[config.mk]
export PLATFORM = sky130hd
export DESIGN_NAME = square_channel_sweep_envelope_unit
export DESIGN_NICKNAME = d
export VERILOG_FILES = /design/src/scse_pkg.sv /design/src/square_channel_sweep_envelope_unit.sv
export SDC_FILE = /design/constraint.sdc
export NUM_CORES = 1
export LEC_CHECK = 0
export BUFFER_PORTS_ARGS = -buffer_cell sky130_fd_sc_hd__clkbuf_2
export CAP_MARGIN = 20
export CORE_MARGIN = 3
export CORE_UTILIZATION = 45
export CTS_BUF_LIST = sky130_fd_sc_hd__clkbuf_8
export DETAILED_ROUTE_END_ITERATION = 6
export GPL_ROUTABILITY_DRIVEN = 0
export GPL_TIMING_DRIVEN = 0
export PLACE_DENSITY = 0.58
export SLEW_MARGIN = 20
export SYNTH_ARGS = -nofsm -noshare
export SYNTH_HDL_FRONTEND = slang
export SYNTH_SLANG_ARGS = --single-unit
[constraint.sdc]
create_clock -name clk -period 14.75 [get_ports clk]
set_input_delay 2.2125 -clock clk [delete_from_list [all_inputs] [get_ports clk]]
set_output_delay 2.2125 -clock clk [all_outputs]
set_load 0.01 [all_outputs]
[src/scse_pkg.sv]
`timescale 1ns / 1ps
`default_nettype none
// Shared types and constants for the square channel with sweep and envelope.
// No dependencies; imported by square_channel_sweep_envelope_unit.
package scse_pkg;

  typedef logic [2:0] mode_t;
  typedef logic [2:0] offset_t;

  localparam mode_t MODE_READ    = 3'd0;
  localparam mode_t MODE_WRITE   = 3'd1;
  localparam mode_t MODE_ADVANCE = 3'd2;
  localparam mode_t MODE_LENGTH  = 3'd3;
  localparam mode_t MODE_ENV     = 3'd4;
  localparam mode_t MODE_SWEEP   = 3'd5;

  localparam offset_t OFF_SWEEP  = 3'd0;
  localparam offset_t OFF_DUTY   = 3'd1;
  localparam offset_t OFF_ENV    = 3'd2;
  localparam offset_t OFF_FLOW   = 3'd3;
  localparam offset_t OFF_FHIGH  = 3'd4;

  localparam logic [7:0] RST_SWEEP = 8'h80;
  localparam logic [7:0] RST_DUTY  = 8'hBF;
  localparam logic [7:0] RST_ENV   = 8'hF3;
  localparam logic [7:0] RST_FHIGH = 8'hBF;

  localparam logic [7:0] MASK_SWEEP = 8'h80;
  localparam logic [7:0] MASK_DUTY  = 8'h3F;
  localparam logic [7:0] MASK_FLOW  = 8'hFF;
  localparam logic [7:0] MASK_FHIGH = 8'hBF;

  localparam logic [11:0] FREQ_MAX   = 12'd2047;
  localparam logic [11:0] FREQ_SPAN  = 12'd2048;
  localparam logic [6:0]  LEN_FULL   = 7'd64;
  localparam logic [22:0] HZ_BASE    = 23'd131072;
  localparam logic [22:0] CLK_RATE   = 23'd4194304;

  localparam int unsigned DIV_NUM_W = 23;
  localparam int unsigned DIV_DEN_W = 18;
  localparam logic [4:0]  DIV_LAST  = 5'd22;

endpackage
`default_nettype wire

[src/square_channel_sweep_envelope_unit.sv]
`timescale 1ns / 1ps
`default_nettype none
// Square sound channel with frequency sweep, volume envelope and length counter.
// Depends on scse_pkg for codes, reset values and divider sizes.

// One transaction is taken at a time and returns exactly one result. After
// acceptance the S_EXEC state applies the register and counter updates, then
// a single shared 23-step restoring divider (one quotient bit per cycle) does
// the work: a frequency reload takes two divisions (hz, then period), an
// advance takes one modulo, and every transaction ends with one division for
// the duty step, skipped when an eighth of the period is zero. The modulo of
// an advance is likewise skipped while the period is zero. The input is ready
// again in the cycle after the result is taken; a new transaction is not
// accepted while one is in flight.
module square_channel_sweep_envelope_unit (
  input  wire                   clk,
  input  wire                   rst_n,
  input  wire                   in_valid,
  output logic                  in_stall,
  input  wire  scse_pkg::mode_t   in_mode,
  input  wire  scse_pkg::offset_t in_reg_offset,
  input  wire  [7:0]            in_write_data,
  input  wire  [7:0]            in_cycles,
  output logic                  out_valid,
  input  wire                   out_stall,
  output logic [7:0]            out_read_data,
  output logic                  out_channel_on,
  output logic [3:0]            out_volume,
  output logic [1:0]            out_duty_select,
  output logic [2:0]            out_duty_step
);
  import scse_pkg::*;

  localparam logic [2:0] S_IDLE = 3'd0;
  localparam logic [2:0] S_EXEC = 3'd1;
  localparam logic [2:0] S_HZ   = 3'd2;
  localparam logic [2:0] S_PER  = 3'd3;
  localparam logic [2:0] S_MOD  = 3'd4;
  localparam logic [2:0] S_STEP = 3'd5;
  localparam logic [2:0] S_OUT  = 3'd6;

  logic [2:0]  state_r, state_nxt;
  mode_t       mode_r, mode_nxt;
  offset_t     off_r, off_nxt;
  logic [7:0]  data_r, data_nxt;
  logic [7:0]  cyc_r, cyc_nxt;
  logic [7:0]  rd_r, rd_nxt;
  logic [2:0]  step_r, step_nxt;
  logic        clamp_r, clamp_nxt;

  logic [7:0]  sweep_reg_r, sweep_reg_nxt;
  logic [7:0]  duty_reg_r, duty_reg_nxt;
  logic [7:0]  env_reg_r, env_reg_nxt;
  logic [7:0]  flow_reg_r, flow_reg_nxt;
  logic [7:0]  fhigh_reg_r, fhigh_reg_nxt;
  logic        enabled_r, enabled_nxt;
  logic [10:0] freq_value_r, freq_value_nxt;
  logic [16:0] period_r, period_nxt;
  logic [16:0] phase_r, phase_nxt;
  logic [6:0]  len_left_r, len_left_nxt;
  logic        len_en_r, len_en_nxt;
  logic [3:0]  vol_r, vol_nxt;
  logic        env_active_r, env_active_nxt;
  logic        env_up_r, env_up_nxt;
  logic [2:0]  env_period_r, env_period_nxt;
  logic [2:0]  env_left_r, env_left_nxt;
  logic [10:0] shadow_r, shadow_nxt;
  logic        sw_active_r, sw_active_nxt;
  logic        sw_up_r, sw_up_nxt;
  logic [2:0]  sw_period_r, sw_period_nxt;
  logic [2:0]  sw_left_r, sw_left_nxt;
  logic [2:0]  sw_shift_r, sw_shift_nxt;
  logic        zombie_r, zombie_nxt;

  // Shared divider datapath: quotient bits shift into the dividend register.
  logic [DIV_NUM_W-1:0] num_r, num_nxt;
  logic [DIV_DEN_W-1:0] den_r, den_nxt;
  logic [DIV_DEN_W-1:0] rem_r, rem_nxt;
  logic [4:0]           cnt_r, cnt_nxt;
  logic [DIV_DEN_W:0]   trial;
  logic                 div_ge;
  logic [DIV_DEN_W-1:0] rem_it;
  logic [DIV_NUM_W-1:0] num_it;

  assign trial  = {rem_r, num_r[DIV_NUM_W-1]};
  assign div_ge = trial >= {1'b0, den_r};
  assign rem_it = div_ge ? DIV_DEN_W'(trial - {1'b0, den_r}) : trial[DIV_DEN_W-1:0];
  assign num_it = {num_r[DIV_NUM_W-2:0], div_ge};

  function automatic logic [11:0] swept(input logic [10:0] f, input logic up,
                                        input logic [2:0] sh);
    logic [11:0] delta;
    delta = {1'b0, f >> sh};
    swept = up ? ({1'b0, f} + delta) : ({1'b0, f} - delta);
  endfunction

  assign in_stall        = (state_r != S_IDLE);
  assign out_valid       = (state_r == S_OUT);
  assign out_read_data   = rd_r;
  assign out_channel_on  = enabled_r;
  assign out_volume      = vol_r;
  assign out_duty_select = duty_reg_r[7:6];
  assign out_duty_step   = step_r;

  always_comb begin
    logic        need_per;
    logic [10:0] f;
    logic        go_step;
    logic [16:0] st_per;
    logic [16:0] st_ph;
    logic [13:0] eighth;
    logic [6:0]  ll;
    logic [2:0]  el;
    logic [3:0]  nv;
    logic [2:0]  sl;
    logic [11:0] nf;
    logic [16:0] per_q;
    logic [17:0] sum;

    state_nxt = state_r;
    mode_nxt = mode_r;
    off_nxt = off_r;
    data_nxt = data_r;
    cyc_nxt = cyc_r;
    rd_nxt = rd_r;
    step_nxt = step_r;
    clamp_nxt = clamp_r;
    sweep_reg_nxt = sweep_reg_r;
    duty_reg_nxt = duty_reg_r;
    env_reg_nxt = env_reg_r;
    flow_reg_nxt = flow_reg_r;
    fhigh_reg_nxt = fhigh_reg_r;
    enabled_nxt = enabled_r;
    freq_value_nxt = freq_value_r;
    period_nxt = period_r;
    phase_nxt = phase_r;
    len_left_nxt = len_left_r;
    len_en_nxt = len_en_r;
    vol_nxt = vol_r;
    env_active_nxt = env_active_r;
    env_up_nxt = env_up_r;
    env_period_nxt = env_period_r;
    env_left_nxt = env_left_r;
    shadow_nxt = shadow_r;
    sw_active_nxt = sw_active_r;
    sw_up_nxt = sw_up_r;
    sw_period_nxt = sw_period_r;
    sw_left_nxt = sw_left_r;
    sw_shift_nxt = sw_shift_r;
    zombie_nxt = zombie_r;
    num_nxt = num_r;
    den_nxt = den_r;
    rem_nxt = rem_r;
    cnt_nxt = cnt_r;

    need_per = 1'b0;
    f = freq_value_r;
    go_step = 1'b0;
    st_per = period_r;
    st_ph = phase_r;
    eighth = '0;
    ll = '0;
    el = '0;
    nv = '0;
    sl = '0;
    nf = '0;
    per_q = '0;
    sum = '0;

    case (state_r)
      S_IDLE: begin
        if (in_valid) begin
          mode_nxt = in_mode;
          off_nxt = in_reg_offset;
          data_nxt = in_write_data;
          cyc_nxt = in_cycles;
          state_nxt = S_EXEC;
        end
      end

      S_EXEC: begin
        rd_nxt = '0;
        clamp_nxt = 1'b0;
        case (mode_r)
          MODE_READ: begin
            case (off_r)
              OFF_SWEEP: rd_nxt = sweep_reg_r | MASK_SWEEP;
              OFF_DUTY:  rd_nxt = duty_reg_r | MASK_DUTY;
              OFF_ENV:   rd_nxt = env_reg_r;
              OFF_FLOW:  rd_nxt = MASK_FLOW;
              OFF_FHIGH: rd_nxt = fhigh_reg_r | MASK_FHIGH;
              default:   rd_nxt = '0;
            endcase
          end

          MODE_WRITE: begin
            case (off_r)
              OFF_SWEEP: sweep_reg_nxt = data_r;
              OFF_DUTY: begin
                duty_reg_nxt = data_r;
                len_left_nxt = LEN_FULL - {1'b0, data_r[5:0]};
                len_en_nxt = fhigh_reg_r[6];
              end
              OFF_ENV: begin
                env_reg_nxt = data_r;
                if (zombie_r && (data_r[7:4] == 4'd0)) begin
                  enabled_nxt = 1'b0;
                end
              end
              OFF_FLOW: begin
                flow_reg_nxt = data_r;
                if (flow_reg_r != data_r) begin
                  f = {fhigh_reg_r[2:0], data_r};
                  freq_value_nxt = f;
                  need_per = 1'b1;
                  clamp_nxt = 1'b1;
                end
              end
              OFF_FHIGH: begin
                fhigh_reg_nxt = data_r;
                f = {data_r[2:0], flow_reg_r};
                if (data_r[7]) begin
                  // Trigger: reload the length, envelope and sweep counters and the frequency from the registers.
                  enabled_nxt = 1'b1;
                  len_left_nxt = LEN_FULL - {1'b0, duty_reg_r[5:0]};
                  len_en_nxt = data_r[6];
                  freq_value_nxt = f;
                  need_per = 1'b1;
                  clamp_nxt = 1'b1;
                  vol_nxt = env_reg_r[7:4];
                  env_up_nxt = env_reg_r[3];
                  env_period_nxt = env_reg_r[2:0];
                  env_left_nxt = env_reg_r[2:0];
                  env_active_nxt = (env_reg_r[2:0] != 3'd0);
                  shadow_nxt = f;
                  sw_up_nxt = ~sweep_reg_r[3];
                  sw_period_nxt = sweep_reg_r[6:4];
                  sw_left_nxt = sweep_reg_r[6:4];
                  sw_shift_nxt = sweep_reg_r[2:0];
                  sw_active_nxt = (sweep_reg_r[6:4] != 3'd0) || (sweep_reg_r[2:0] != 3'd0);
                  if (sw_active_nxt &&
                      ((swept(f, ~sweep_reg_r[3], sweep_reg_r[2:0]) > FREQ_MAX) ||
                       (sweep_reg_r[2:0] == 3'd0))) begin
                    enabled_nxt = 1'b0;
                  end
                  zombie_nxt = 1'b0;
                end else if (fhigh_reg_r[2:0] != data_r[2:0]) begin
                  freq_value_nxt = f;
                  need_per = 1'b1;
                  clamp_nxt = 1'b1;
                end
              end
              default: ;
            endcase
          end

          MODE_LENGTH: begin
            if (enabled_r && len_en_r) begin
              ll = len_left_r - 7'd1;
              len_left_nxt = ll;
              if (ll == 7'd0) begin
                enabled_nxt = 1'b0;
              end
            end
          end

          MODE_ENV: begin
            if (env_active_r) begin
              el = env_left_r - 3'd1;
              env_left_nxt = el;
              if (el == 3'd0) begin
                if (env_up_r) begin
                  nv = (vol_r < 4'd15) ? vol_r + 4'd1 : vol_r;
                  if (nv == 4'd15) begin
                    env_active_nxt = 1'b0;
                    zombie_nxt = 1'b1;
                  end
                end else begin
                  nv = (vol_r > 4'd0) ? vol_r - 4'd1 : vol_r;
                  if (nv == 4'd0) begin
                    env_active_nxt = 1'b0;
                    zombie_nxt = 1'b1;
                  end
                end
                vol_nxt = nv;
                env_left_nxt = env_period_r;
              end
            end
          end

          MODE_SWEEP: begin
            if (sw_active_r && (sw_period_r != 3'd0)) begin
              sl = sw_left_r - 3'd1;
              sw_left_nxt = sl;
              if (sl == 3'd0) begin
                nf = swept(shadow_r, sw_up_r, sw_shift_r);
                if ((nf <= FREQ_MAX) && (sw_shift_r != 3'd0)) begin
                  f = nf[10:0];
                  flow_reg_nxt = nf[7:0];
                  fhigh_reg_nxt = {fhigh_reg_r[7:6], 3'b000, nf[10:8]};
                  shadow_nxt = nf[10:0];
                  need_per = 1'b1;
                  if (swept(nf[10:0], sw_up_r, sw_shift_r) > FREQ_MAX) begin
                    enabled_nxt = 1'b0;
                  end
                end else begin
                  enabled_nxt = 1'b0;
                end
                sw_left_nxt = sw_period_r;
              end
            end
          end

          default: ;
        endcase

        if (need_per) begin
          num_nxt = HZ_BASE;
          den_nxt = DIV_DEN_W'(FREQ_SPAN - {1'b0, f});
          rem_nxt = '0;
          cnt_nxt = '0;
          state_nxt = S_HZ;
        end else if (mode_r == MODE_ADVANCE) begin
          if (period_r == 17'd0) begin
            phase_nxt = '0;
            st_ph = '0;
            go_step = 1'b1;
          end else begin
            sum = {1'b0, phase_r} + {10'd0, cyc_r};
            num_nxt = DIV_NUM_W'(sum);
            den_nxt = DIV_DEN_W'(period_r);
            rem_nxt = '0;
            cnt_nxt = '0;
            state_nxt = S_MOD;
          end
        end else begin
          go_step = 1'b1;
        end
      end

      S_HZ: begin
        num_nxt = num_it;
        rem_nxt = rem_it;
        cnt_nxt = cnt_r + 5'd1;
        if (cnt_r == DIV_LAST) begin
          num_nxt = CLK_RATE;
          den_nxt = num_it[DIV_DEN_W-1:0];
          rem_nxt = '0;
          cnt_nxt = '0;
          state_nxt = S_PER;
        end
      end

      S_PER: begin
        num_nxt = num_it;
        rem_nxt = rem_it;
        cnt_nxt = cnt_r + 5'd1;
        if (cnt_r == DIV_LAST) begin
          per_q = num_it[16:0];
          period_nxt = per_q;
          st_per = per_q;
          if (clamp_r && (per_q < phase_r)) begin
            phase_nxt = per_q;
            st_ph = per_q;
          end
          go_step = 1'b1;
        end
      end

      S_MOD: begin
        num_nxt = num_it;
        rem_nxt = rem_it;
        cnt_nxt = cnt_r + 5'd1;
        if (cnt_r == DIV_LAST) begin
          phase_nxt = rem_it[16:0];
          st_ph = rem_it[16:0];
          go_step = 1'b1;
        end
      end

      S_STEP: begin
        num_nxt = num_it;
        rem_nxt = rem_it;
        cnt_nxt = cnt_r + 5'd1;
        if (cnt_r == DIV_LAST) begin
          step_nxt = (num_it > DIV_NUM_W'(7)) ? 3'd7 : num_it[2:0];
          state_nxt = S_OUT;
        end
      end

      S_OUT: begin
        if (!out_stall) begin
          state_nxt = S_IDLE;
        end
      end

      default: state_nxt = S_IDLE;
    endcase

    // Duty step is phase over one eighth of the period, saturated at seven, or zero when that eighth is zero.
    if (go_step) begin
      eighth = st_per[16:3];
      if (eighth == 14'd0) begin
        step_nxt = '0;
        state_nxt = S_OUT;
      end else begin
        num_nxt = DIV_NUM_W'(st_ph);
        den_nxt = DIV_DEN_W'(eighth);
        rem_nxt = '0;
        cnt_nxt = '0;
        state_nxt = S_STEP;
      end
    end
  end

  always_ff @(posedge clk) begin
    if (!rst_n) begin
      state_r <= S_IDLE;
      sweep_reg_r <= RST_SWEEP;
      duty_reg_r <= RST_DUTY;
      env_reg_r <= RST_ENV;
      flow_reg_r <= '0;
      fhigh_reg_r <= RST_FHIGH;
      enabled_r <= 1'b0;
      freq_value_r <= '0;
      period_r <= '0;
      phase_r <= '0;
      len_left_r <= '0;
      len_en_r <= 1'b0;
      vol_r <= '0;
      env_active_r <= 1'b0;
      env_up_r <= 1'b0;
      env_period_r <= '0;
      env_left_r <= '0;
      shadow_r <= '0;
      sw_active_r <= 1'b0;
      sw_up_r <= 1'b0;
      sw_period_r <= '0;
      sw_left_r <= '0;
      sw_shift_r <= '0;
      zombie_r <= 1'b0;
      rd_r <= '0;
      step_r <= '0;
      clamp_r <= 1'b0;
      cnt_r <= '0;
    end else begin
      state_r <= state_nxt;
      sweep_reg_r <= sweep_reg_nxt;
      duty_reg_r <= duty_reg_nxt;
      env_reg_r <= env_reg_nxt;
      flow_reg_r <= flow_reg_nxt;
      fhigh_reg_r <= fhigh_reg_nxt;
      enabled_r <= enabled_nxt;
      freq_value_r <= freq_value_nxt;
      period_r <= period_nxt;
      phase_r <= phase_nxt;
      len_left_r <= len_left_nxt;
      len_en_r <= len_en_nxt;
      vol_r <= vol_nxt;
      env_active_r <= env_active_nxt;
      env_up_r <= env_up_nxt;
      env_period_r <= env_period_nxt;
      env_left_r <= env_left_nxt;
      shadow_r <= shadow_nxt;
      sw_active_r <= sw_active_nxt;
      sw_up_r <= sw_up_nxt;
      sw_period_r <= sw_period_nxt;
      sw_left_r <= sw_left_nxt;
      sw_shift_r <= sw_shift_nxt;
      zombie_r <= zombie_nxt;
      rd_r <= rd_nxt;
      step_r <= step_nxt;
      clamp_r <= clamp_nxt;
      cnt_r <= cnt_nxt;
    end
  end

  always_ff @(posedge clk) begin
    mode_r <= mode_nxt;
    off_r <= off_nxt;
    data_r <= data_nxt;
    cyc_r <= cyc_nxt;
    num_r <= num_nxt;
    den_r <= den_nxt;
    rem_r <= rem_nxt;
  end

endmodule
`default_nettype wire
* Word-level counts from Yosys, hierarchy flattened
Cells that the tools add are included.
** Storage, ports and cells
- Register bits after elaboration :: 225
- Bits of input ports :: 26
- Output and inout bits :: 20
- Logic and storage cells :: 315
** Operators by class
- $add $sub $neg :: 17
- Magnitude comparators :: 8
- Eq/ne operators :: 45
- Shift-type cells :: 3
- Muxes and demuxes :: 150
- Bitwise gates (word level) :: 2
- Reduce and logical (&&, ||, !) cells :: 53
** Operators with widths (number)
- $mux 18 :: 13
- $mux 23 :: 6
- $mux 17 :: 8
- $mux 11 :: 12
- $pmux 11 s2 :: 4
- $pmux 23 s3 :: 1
- $mux 3 :: 21
- $pmux 18 s3 :: 1
- $pmux 17 s3 :: 1
- $pmux 7 s2 :: 3
- $mux 8 :: 5
- $pmux 8 s5 :: 1
- $add 11x11->12 :: 3
- $mux 1 :: 36
- $mux 12 :: 3
- $pmux 18 s2 :: 1
- $sub 11x11->12 :: 3
- $shr 11x3->11 :: 3
- $mux 5 :: 6
- $mux 4 :: 7
- $ne 3x3->1 const B :: 9
- $gt 12x11->1 const B :: 2
- $gt 23x3->1 const B :: 1
- $mux 7 :: 3
- other kinds (54) :: 125

* Depth between registers and ports, before layout
Gate-level depths: netlist of the first run.
- Depth after elaboration :: 15
- Gate-level depth with buffers :: 34
- Mapped depth without buffers :: 30

* Least setup slack after synthesis of the first run
Ideal clock, no wire load.
- Path type :: reg2reg
- From :: register sw_shift_r[1]
- To :: register enabled_r, in the netlist out_channel_on
- Library setup time :: 0.129 ns
- Data arrival time :: 6.502 ns
- Path slack :: 8.119 ns
- Stages on the path, launching flop included :: 32
- Path buffers :: 4
- Period minus slack after synthesis :: 6.631 ns
- Cell sequence :: dfxtp_1 > clkbuf_8 > clkbuf_1 > clkbuf_1 > buf_1 > mux2_2 > nand2_1 > o31a_1 > nor2_1 > a21oi_1 > a21oi_1 > xnor2_1 > ha_1 > and2_1 > a221o_1 > or3_1 > and3b_1 > o32ai_1 > nor2_1 > a21oi_1 > ha_1 > o31a_1 > nor4b_1 > a21oi_1 > xnor2_1 > ha_1 > a21o_1 > a21o_1 > a21o_1 > nor4bb_1 > a211oi_1 > nand3_1
** Between the ends
- Longest elaborated chain between the ends :: 9
** RTL lines
- from (decl) :: line square_channel_sweep_envelope_unit.sv:72 : logic [2:0] sw_shift_r, sw_shift_nxt;
- from (signal assigned) :: line square_channel_sweep_envelope_unit.sv:469 : sw_shift_r <= sw_shift_nxt;
- $shr 11x3->11 :: line square_channel_sweep_envelope_unit.sv:93 : delta = {1'b0, f >> sh};
- $sub 11x11->12 or $add 11x11->12 (tied branches) :: line square_channel_sweep_envelope_unit.sv:94 : swept = up ? ({1'b0, f} + delta) : ({1'b0, f} - delta);
- $mux 12 :: line square_channel_sweep_envelope_unit.sv:94
- $shr 11x3->11 or $le 12x11->1 (tied branches) :: line square_channel_sweep_envelope_unit.sv:93, square_channel_sweep_envelope_unit.sv:297
- $sub 11x11->12, or another cell as far along :: line square_channel_sweep_envelope_unit.sv:94
- $mux 12 or $mux 1 (tied branches) :: line square_channel_sweep_envelope_unit.sv:94, square_channel_sweep_envelope_unit.sv:297
- $gt 12x11->1 or $mux 1 (tied branches) :: line square_channel_sweep_envelope_unit.sv:303, square_channel_sweep_envelope_unit.sv:295
- $ne 3x3->1 (no source line) or $mux 1 (tied branches)
- $reduce_and 10->1 (no source line) or $pmux 1 s3 (tied branches)
- to (signal assigned) :: line square_channel_sweep_envelope_unit.sv:453 : enabled_r <= enabled_nxt;
- to (decl) :: line square_channel_sweep_envelope_unit.sv:56 : logic enabled_r, enabled_nxt;
Parallel ways exist; a longest one is shown, timed or not. The select of a mux whose other input is x is not followed.
A chain may end at the register's enable or synchronous reset.

* Worst setup path in the final report of the first run
Same ends and word-level chain as after synthesis.

==> results of run 1 <==
==> stage by stage <==
stage	cells	power (mW)	worst slack, ns	hold slack (ns)	utilization, %
5_1_grt	2749	2.976	5.829	0.4773	50.30
2_1_floorplan	2162	1.711	8.119	0.4357	-
3_5_place_dp	2676	2.163	6.479	0.4497	48.08
4_1_cts	2749	2.768	6.497	0.4579	50.30
6_report	2749	2.802	6.120	0.4566	50.30
3_3_place_gp	2675	2.152	6.519	0.4468	48.05
==> how the worst max path moves through the flow <==
stage                               start                           to  slack (ns)
2_1_floorplan  sw_shift_r[1]$_SDFFE_PN0P_  out_channel_on$_SDFFE_PN0P_        8.12
3_3_place_gp   sw_shift_r[1]$_SDFFE_PN0P_  out_channel_on$_SDFFE_PN0P_        6.52
3_5_place_dp   sw_shift_r[1]$_SDFFE_PN0P_  out_channel_on$_SDFFE_PN0P_        6.48
4_1_cts        sw_shift_r[1]$_SDFFE_PN0P_  out_channel_on$_SDFFE_PN0P_        6.50
5_1_grt        sw_shift_r[1]$_SDFFE_PN0P_  out_channel_on$_SDFFE_PN0P_        5.83
6_report       sw_shift_r[1]$_SDFFE_PN0P_  out_channel_on$_SDFFE_PN0P_        6.12
==> per-layer routing <==
layer / wire length [um] / up-vias
met5: 0 / -
met4: 1962 / 0
met3: 5572 / 129
met2: 25420 / 781
met1: 26740 / 8220
li1: - / 8055
==> report_power, final <==
| group | switching (mW) | internal, mW | leakage (nW) | total, mW |
|---|---|---|---|---|
| clock network | 0.279 | 0.322 | 0.467 | 0.601 |
| registers | 0.0852 | 0.702 | 1.85 | 0.787 |
| logic | 0.940 | 0.474 | 4.82 | 1.41 |
| total | 1.30 | 1.50 | 7.14 | 2.80 |
==> placed cells by master, fill, tap and decap left out, types with 38 or more instances in the layout <==
| cell | instances |
|---|---|
| sky130_fd_sc_hd__a211oi_1 | 38 |
| sky130_fd_sc_hd__a21oi_1 | 184 |
| sky130_fd_sc_hd__clkbuf_1 | 129 |
| sky130_fd_sc_hd__clkbuf_2 | 45 |
| sky130_fd_sc_hd__clkbuf_8 | 57 |
| sky130_fd_sc_hd__dfxtp_1 | 203 |
| sky130_fd_sc_hd__ha_1 | 91 |
| sky130_fd_sc_hd__inv_1 | 96 |
| sky130_fd_sc_hd__mux2i_1 | 88 |
| sky130_fd_sc_hd__nand2_1 | 198 |
| sky130_fd_sc_hd__nand3_1 | 38 |
| sky130_fd_sc_hd__nor2_1 | 288 |
| sky130_fd_sc_hd__nor3_1 | 66 |
| sky130_fd_sc_hd__o21ai_0 | 120 |
| sky130_fd_sc_hd__xnor2_1 | 51 |
==> state kept, by name (all words and copies together) (netlist names), 4 cells and up <==
name,cells
num_r,23
den_r,18
rem_r,18
period_r,17
phase_r,17
freq_value_r,11
shadow_r,11
cyc_r,8
data_r,8
duty_reg_r,8
env_reg_r,8
flow_reg_r,8
out_read_data,8
len_left_r,7
sweep_reg_r,7
cnt_r,5
fhigh_reg_r,4
out_volume,4
==> critical path: cells and delay by family, from the launching register on <==
family                   cells  cell delay (ns)
AO/OA/AOI/OAI               13             4.05
buffers and inverters        4             1.49
AND/OR/NAND/NOR              6             1.31
adder cells (fa/ha/maj)      2             0.53
multiplexers                 1             0.42
flip-flops                   1             0.37
XOR/XNOR                     2             0.34
==> area by class of cell <==
| type | count | area (um^2) | area share, % |
|---|---|---|---|
| Tap cell | 468 | 585.6 | 3.165 |
| Multi-Input combinational cell | 1692 | 11110 | 60.02 |
| Timing Repair Buffer | 46 | 230.2 | 1.244 |
| Clock buffer | 53 | 729.5 | 3.942 |
| Clock inverter | 20 | 87.58 | 0.4733 |
| Buffer | 157 | 710.7 | 3.841 |
| Sequential cell | 225 | 4725 | 25.53 |
| Inverter | 88 | 330.3 | 1.785 |
==> cell families after synthesis <==
| kind of cell | count (synthesis) | synth area share [%] |
|---|---|---|
| AOI/OAI and AO/OA | 622 | 24.68 |
| DFF | 225 | 28.02 |
| buffers and inverters | 245 | 6.173 |
| muxes | 110 | 7.694 |
| xor gates and xnor gates | 87 | 4.600 |
| and+or+nand+nor | 779 | 21.73 |
| adders and majority gates | 94 | 7.108 |
==> metrics.md, run 1 <==
| Metric | Value |
|---|---|
| Type of the most critical hold path | `flip-flop to flip-flop` |
| Primary FF master, synth | `sky130_fd_sc_hd__dfxtp_1` |
| Final critical delay including setup and external delays | `8.630 ns` |
| Most used standard cell by instance count after synthesis | `sky130_fd_sc_hd__nor2_1` |
| Critical path capture point type | `flip-flop` |
| TritonCTS clock tree | `built` |
| Total vias in the final route | `about 17000` |
| Library cell appearing most often on the critical path | `sky130_fd_sc_hd__a21oi_1` |
| Crit-path max FO | `10` |
| Core Area | `about 37000 um^2` |
| Count of routing violations after the opening detailed-route iteration | `~2100` |
| FF+latch count, synth | `225` |
| Most heavily used metal layer in global routing | `met2` |
| First-pass iteration count of the detailed router | `6` |
| Hold Path Cell Cnt | `2` |
| Number of port buffers | `45` |
| DR WL/cell | `21.72 um` |
| Count of instances resized after the clock tree is built | `0` |
| Leading area contributor after synthesis | `sky130_fd_sc_hd__dfxtp_1` |
| Async set-reset flop share out of synthesis | `0%` |
| Grt ovf | `0` |
| Fraction of met2 tracks used by global routing | `around 44%` |
| Post-CTS clock slew at the launch and capture registers of the worst setup and hold paths | `~0.060 ns` |
| CTS H-Tree Depth | `2` |
| Beginning of the worst hold path | `out_read_data[3]$_SDFFE_PN0P_` |
| Post-route cell area | `18500 um^2` |
| Skew-Pair Late Insertion Delay | `around 0.58 ns` |
| Boundary Pins | `between 40 and 50` |
| Clock tree skew after final layout | `0.03251 ns` |
| Post-synth EDFFs | `22` |
| Setup Total Neg Slack | `0 ns` |
| Post-synthesis net count | `roughly 2300` |
| Startpoint of the lowest-slack register-to-register path | `sw_shift_r[1]$_SDFFE_PN0P_` |
| Number of buffers inserted to repair setup after CTS | `0` |
| Die Height | `around 200 um` |
| Post-detail-place hpwl | `approximately 44000 um` |
| Syn Inst Count | `2162` |
| WP data required | `approximately 15 ns` |
| Chip width | `between 150 and 200 um` |
| GR Util met3 | `approximately 5.5%` |
| Max Cap Violations | `0` |
| Combined area of all synthesized cells | `approximately 17000 um^2` |
| End of the worst register-to-register path | `out_channel_on$_SDFFE_PN0P_` |
| Seq/Total Area, Yosys | `between 20% and 30%` |
| Pin count of the biggest net entering global routing | `23` |
| Via count of the first global-routing pass | `16060` |
| Most instantiated cells after synthesis | `sky130_fd_sc_hd__nor2_1, sky130_fd_sc_hd__dfxtp_1, sky130_fd_sc_hd__nand2_1` |
| Crit path launch type | `flip-flop` |
| Cell Rows | `70` |
| Highest Clock Rate | `between 100 and 150 MHz` |
| Average size of a mapped cell | `a little under 8 um^2` |
| Clock sink total | `around 230` |
| Fraction of layout instances using a drive strength above 1 | `~8.2%` |
| Total length of routed wires | `approximately 60000 um` |
| Critical path arrival | `9.07 ns` |
| Number of warning messages in the yosys log | `0` |
| CTS Buffer Depth | `3` |
| Count of filler cells inserted in the layout | `~3700` |
| Power per standard cell area | `151.4 nW/um^2` |
| Final nets | `between 2000 and 2500` |
| Final antenna-violating net count | `0` |
| Antenna violations before repair | `0` |
| Setup repair after global routing missed its margin | `no` |
| First-pass GRT wire length | `approximately 92000 um` |
| Number of inserted diodes | `0` |
| Final period utilization | `58.51%` |
| Count of cell types in the netlist | `~100` |
| Ranking of synthesized cells by area | `sky130_fd_sc_hd__dfxtp_1, sky130_fd_sc_hd__ha_1, sky130_fd_sc_hd__nor2_1, sky130_fd_sc_hd__a21oi_1, sky130_fd_sc_hd__mux2i_1` |
| Path type of the worst setup path | `flip-flop to flip-flop` |
| Vias per inst | `roughly 6.3` |
| Sink of the worst hold path | `out_read_data[3]$_SDFFE_PN0P_` |
| Register-to-Register Path Depth | `28` |
| Outcome | `finished, final reports clean` |
| Global router's overall resource usage | `~30%` |
| Post-detailed-placement cell area | `17690 um^2` |
| Die area | `39830 um^2` |
| Residual DRC count | `0` |
| Post-CTS Hold Fix Bufs | `0` |
| Max transition margin | `a little under a quarter` |
| Number of hold-slack violations in the final timing report | `0` |
| Slack of the worst reg-to-reg path | `6.12 ns` |
| Worst slew pin tran | `around 1.1 ns` |
| Top-area cell type share of the netlist area | `roughly 24%` |
| Worst-path cell with the longest stage delay | `sky130_fd_sc_hd__a221oi_1` |
| Met1 routing resource usage after global routing | `42.09%` |
| Delay of the slowest cell on the worst path | `about 0.76 ns` |
| Setup violations, final | `0` |
| Area growth from synthesis to final layout | `9.727%` |
| Inserted Clock Buffers | `slightly above 40` |
| Leakage | `about 7 nW` |
| Effective utilization at floorplan | `between 40% and 50%` |
| Clock Root Buffer | `sky130_fd_sc_hd__clkbuf_8` |
| Number of max-slew violations in the final report | `0` |
| Max IR drop VDD | `just under 0.00009 V` |
No activity file was read; power rests on OpenSTA's default activity.
==> inputs of run 2 (changes only) <==
Clock period 14.75 ns to 8 ns, I/O delays scaled along.
==> run 2 against run 1 <==
Compared with the run above: worst setup slack got worse by 5.7 ns; critical endpoint unchanged; via count fell by 0.48%; count of clock-buffer cells in the layout did not move; largest cell class unchanged; highest routed layer unchanged.
==> metrics.md, run 2 (synthesis gave the netlist of run 1 again) <==
| Metric | Value |
|---|---|
| Crit-path max FO | `19 (+9)` |
| DR WL/cell | `21.74 um (about the same)` |
| Boundary Pins | `46 (unchanged)` |
| Detailed route wirelength on metal2 | `25640 um (+0.83%)` |
| Sink of the worst hold path | `out_read_data[3]$_SDFFE_PN0P_` |
| Grt ovf | `0 (unchanged)` |
| Startpoint of the lowest-slack register-to-register path | `sw_shift_r[1]$_SDFFE_PN0P_` |
| Cell Rows | `70 (unchanged)` |
| End of the worst register-to-register path | `out_channel_on$_SDFFE_PN0P_` |
| Register-to-Register Path Depth | `27 (-3.6%)` |
| Post-detail-place hpwl | `44410 um (unchanged)` |
| Fraction of layout instances using a drive strength above 1 | `8.509% (+0.35 points)` |
| Max transition margin | `21.84% (-2.0 points)` |
| Total vias in the final route | `17100 (-0.48%)` |
| Skew-Pair Late Insertion Delay | `0.58 ns (about the same)` |
| Area growth from synthesis to final layout | `9.905%` |
| Number of port buffers | `45 (unchanged)` |
| WL met3 | `5354 um (-3.9%)` |
| Biggest registers after layout | `num_r x23, den_r x18, rem_r x18` |
| Final nets | `2370 (-0.042%)` |
| Beginning of the worst hold path | `out_read_data[3]$_SDFFE_PN0P_` |
| CTS H-Tree Depth | `2 (unchanged)` |
| Register name with the most flops | `num_r` |
| Clock sink total | `225 (unchanged)` |
| Effective utilization at floorplan | `45.84% (unchanged)` |
| Die area | `39830 um^2 (unchanged)` |
| Slack of the critical path | `0.4412 ns (-5.679 ns)` |
| Slack of the worst reg-to-reg path | `0.44 ns (-5.68 ns)` |
| Critical path arrival | `8.00 ns (-1.07 ns)` |
| First-pass iteration count of the detailed router | `6 (unchanged)` |
| Global router's overall resource usage | `29.36% (about the same)` |
| Count of routing violations after the opening detailed-route iteration | `1921 (-7.2%)` |
| First-pass GRT wire length | `91850 um (-0.12%)` |
| Critical path capture point type | `flip-flop` |
| Clock tree skew after final layout | `0.03020 ns (-0.002308 ns)` |
| Leakage | `7.160 nW (+0.26%)` |
| Wire length the detailed router placed on met1 | `26950 um (+0.78%)` |
| Outcome | `finished, final reports clean` |
| Number of hold-slack violations in the final timing report | `0 (unchanged)` |
| Inserted Clock Buffers | `41 (unchanged)` |
| Path type of the worst setup path | `flip-flop to flip-flop` |
| Crit path launch type | `flip-flop` |
| Pin count of the biggest net entering global routing | `23 (unchanged)` |
| Power, Total | `5.177 mW (+85%)` |
| Final critical delay including setup and external delays | `7.559 ns (-1.071 ns)` |
| Antenna violations before repair | `0 (unchanged)` |
| Core Area | `36790 um^2 (unchanged)` |
| Number of max-slew violations in the final report | `0 (unchanged)` |
| CTS Buffer Depth | `3 (unchanged)` |
| Number of flip-flops in the largest register | `23 (unchanged)` |
| TritonCTS clock tree | `built` |
| Hold Path Cell Cnt | `2 (unchanged)` |
| Type of the most critical hold path | `flip-flop to flip-flop` |
| Number of inserted diodes | `0 (unchanged)` |
| Max IR drop VDD | `0.0001652 V (+85%)` |
| Number of buffers inserted to repair setup after CTS | `0 (unchanged)` |
| Clock Root Buffer | `sky130_fd_sc_hd__clkbuf_8` |
| Vias per inst | `6.224 (-0.44%)` |
| Residual DRC count | `0 (unchanged)` |
| Worst Setup Slack post-DPL | `-0.2705 ns (-6.750 ns)` |
| Via count of the first global-routing pass | `16030 (-0.19%)` |
| Setup violations, final | `0 (unchanged)` |
| WP data required | `8.44 ns (-6.75 ns)` |
| Top layer used by detailed routing | `met4` |
| Power per standard cell area | `279.3 nW/um^2 (+84%)` |
| Max Cap Violations | `0 (unchanged)` |
| Die Height | `199.6 um (unchanged)` |
| Count of filler cells inserted in the layout | `3661 (-0.055%)` |
| Most common library cell in the layout ignoring fill and taps | `sky130_fd_sc_hd__nor2_1` |
| Final period utilization | `94.49% (+36 points)` |
| Total length of routed wires | `59730 um (about the same)` |
| Chip width | `199.6 um (unchanged)` |
| Worst slew pin tran | `1.172 ns (+0.02979 ns)` |
| Setup repair after global routing missed its margin | `no` |
| Final antenna-violating net count | `0 (unchanged)` |
| Post-CTS clock slew at the launch and capture registers of the worst setup and hold paths | `0.06 ns (about the same)` |
| Highest Clock Rate | `132.3 MHz (+14%)` |
| Top library cells by usage in the layout, fill and taps aside | `sky130_fd_sc_hd__nor2_1, sky130_fd_sc_hd__dfxtp_1, sky130_fd_sc_hd__nand2_1` |
[run 2: power breakdown]
group	switching, mW	internal (mW)
Sequential	0.155	1.29
Clock	0.512	0.594
Combinational	1.75	0.875
Total	2.41	2.76
[run 2: how the worst max path moves through the flow]
| stage | to | slack [ns] | startpoint | cells past startpoint |
|---|---|---|---|---|
| floorplan | out_channel_on$_SDFFE_PN0P_ | 1.37 | sw_shift_r[1]$_SDFFE_PN0P_ | 31 |
| global placement | out_channel_on$_SDFFE_PN0P_ | -0.23 | sw_shift_r[1]$_SDFFE_PN0P_ | 31 |
| detailed placement | out_channel_on$_SDFFE_PN0P_ | -0.27 | sw_shift_r[1]$_SDFFE_PN0P_ | 28 |
| CTS | out_channel_on$_SDFFE_PN0P_ | 0.08 | sw_shift_r[2]$_SDFFE_PN0P_ | 30 |
| global route | out_channel_on$_SDFFE_PN0P_ | 0.08 | sw_shift_r[1]$_SDFFE_PN0P_ | 30 |
| finish | out_channel_on$_SDFFE_PN0P_ | 0.44 | sw_shift_r[1]$_SDFFE_PN0P_ | 27 |
[run 2: area by class of cell]
cell class                 count  area, um^2  share of cell area [%]
clock buffer                  53       729.5                   3.936
buffer                       156       710.7                   3.834
clock inverter                20       87.58                  0.4726
multi-input combinational   1692       11140                   60.08
timing repair buffer          46       230.2                   1.242
sequential                   225        4725                   25.49
tap                          468       585.6                   3.159
inverter                      88       330.3                   1.782
[run 2: critical path, cell delays in order (launching register included)]
cell and delay (ns):
sky130_fd_sc_hd__dfxtp_1 0.36, sky130_fd_sc_hd__clkbuf_8 0.23, sky130_fd_sc_hd__clkbuf_1 0.34, sky130_fd_sc_hd__buf_2 0.33, sky130_fd_sc_hd__mux2_2 0.39, sky130_fd_sc_hd__nand2_1 0.08
sky130_fd_sc_hd__o31a_1 0.24, sky130_fd_sc_hd__nor2_1 0.06, sky130_fd_sc_hd__a21oi_1 0.22, sky130_fd_sc_hd__a21oi_1 0.12, sky130_fd_sc_hd__xnor2_1 0.17, sky130_fd_sc_hd__ha_1 0.36
sky130_fd_sc_hd__and2_1 0.21, sky130_fd_sc_hd__a221o_1 0.43, sky130_fd_sc_hd__or3_1 0.43, sky130_fd_sc_hd__a311oi_1 0.41, sky130_fd_sc_hd__nor2_1 0.08, sky130_fd_sc_hd__or4b_2 0.64
sky130_fd_sc_hd__a211oi_1 0.49, sky130_fd_sc_hd__a21oi_1 0.21, sky130_fd_sc_hd__xnor2_1 0.17, sky130_fd_sc_hd__ha_1 0.18, sky130_fd_sc_hd__a21o_1 0.15, sky130_fd_sc_hd__a21o_1 0.18
sky130_fd_sc_hd__a21o_1 0.18, sky130_fd_sc_hd__nor4bb_1 0.17, sky130_fd_sc_hd__a211oi_1 0.46, sky130_fd_sc_hd__nand3_1 0.13
[run 2: stage by stage]
stage               hold slack [ns]  TNS, ns  area, um^2  instances  util [%]
floorplan                    0.4357        0       16860       2162         -
global placement             0.4468  -0.2314       17670       2675     48.05
detailed placement           0.4497  -0.2705       17690       2676     48.08
CTS                          0.4579        0       18510       2748     50.31
global route                 0.4773        0       18530       2748     50.38
finish                       0.4559        0       18530       2748     50.38
[run 2: timing repair]
item,in CTS,in global routing
setup endpoints to repair,1,1
endpoints found under the hold margin,0,0
pin swaps,0,0
gates resized for setup,2,8
hold buffers,0,0
[run 2: layer usage]
| metal | vias to the layer above | GRT usage (%) |
|---|---|---|
| li1 | 8057 | - |
| met1 | 8153 | 42.02 |
| met2 | 776 | 44.54 |
| met3 | 117 | 5.497 |
| met4 | 0 | 9.873 |
| met5 | - | 0 |
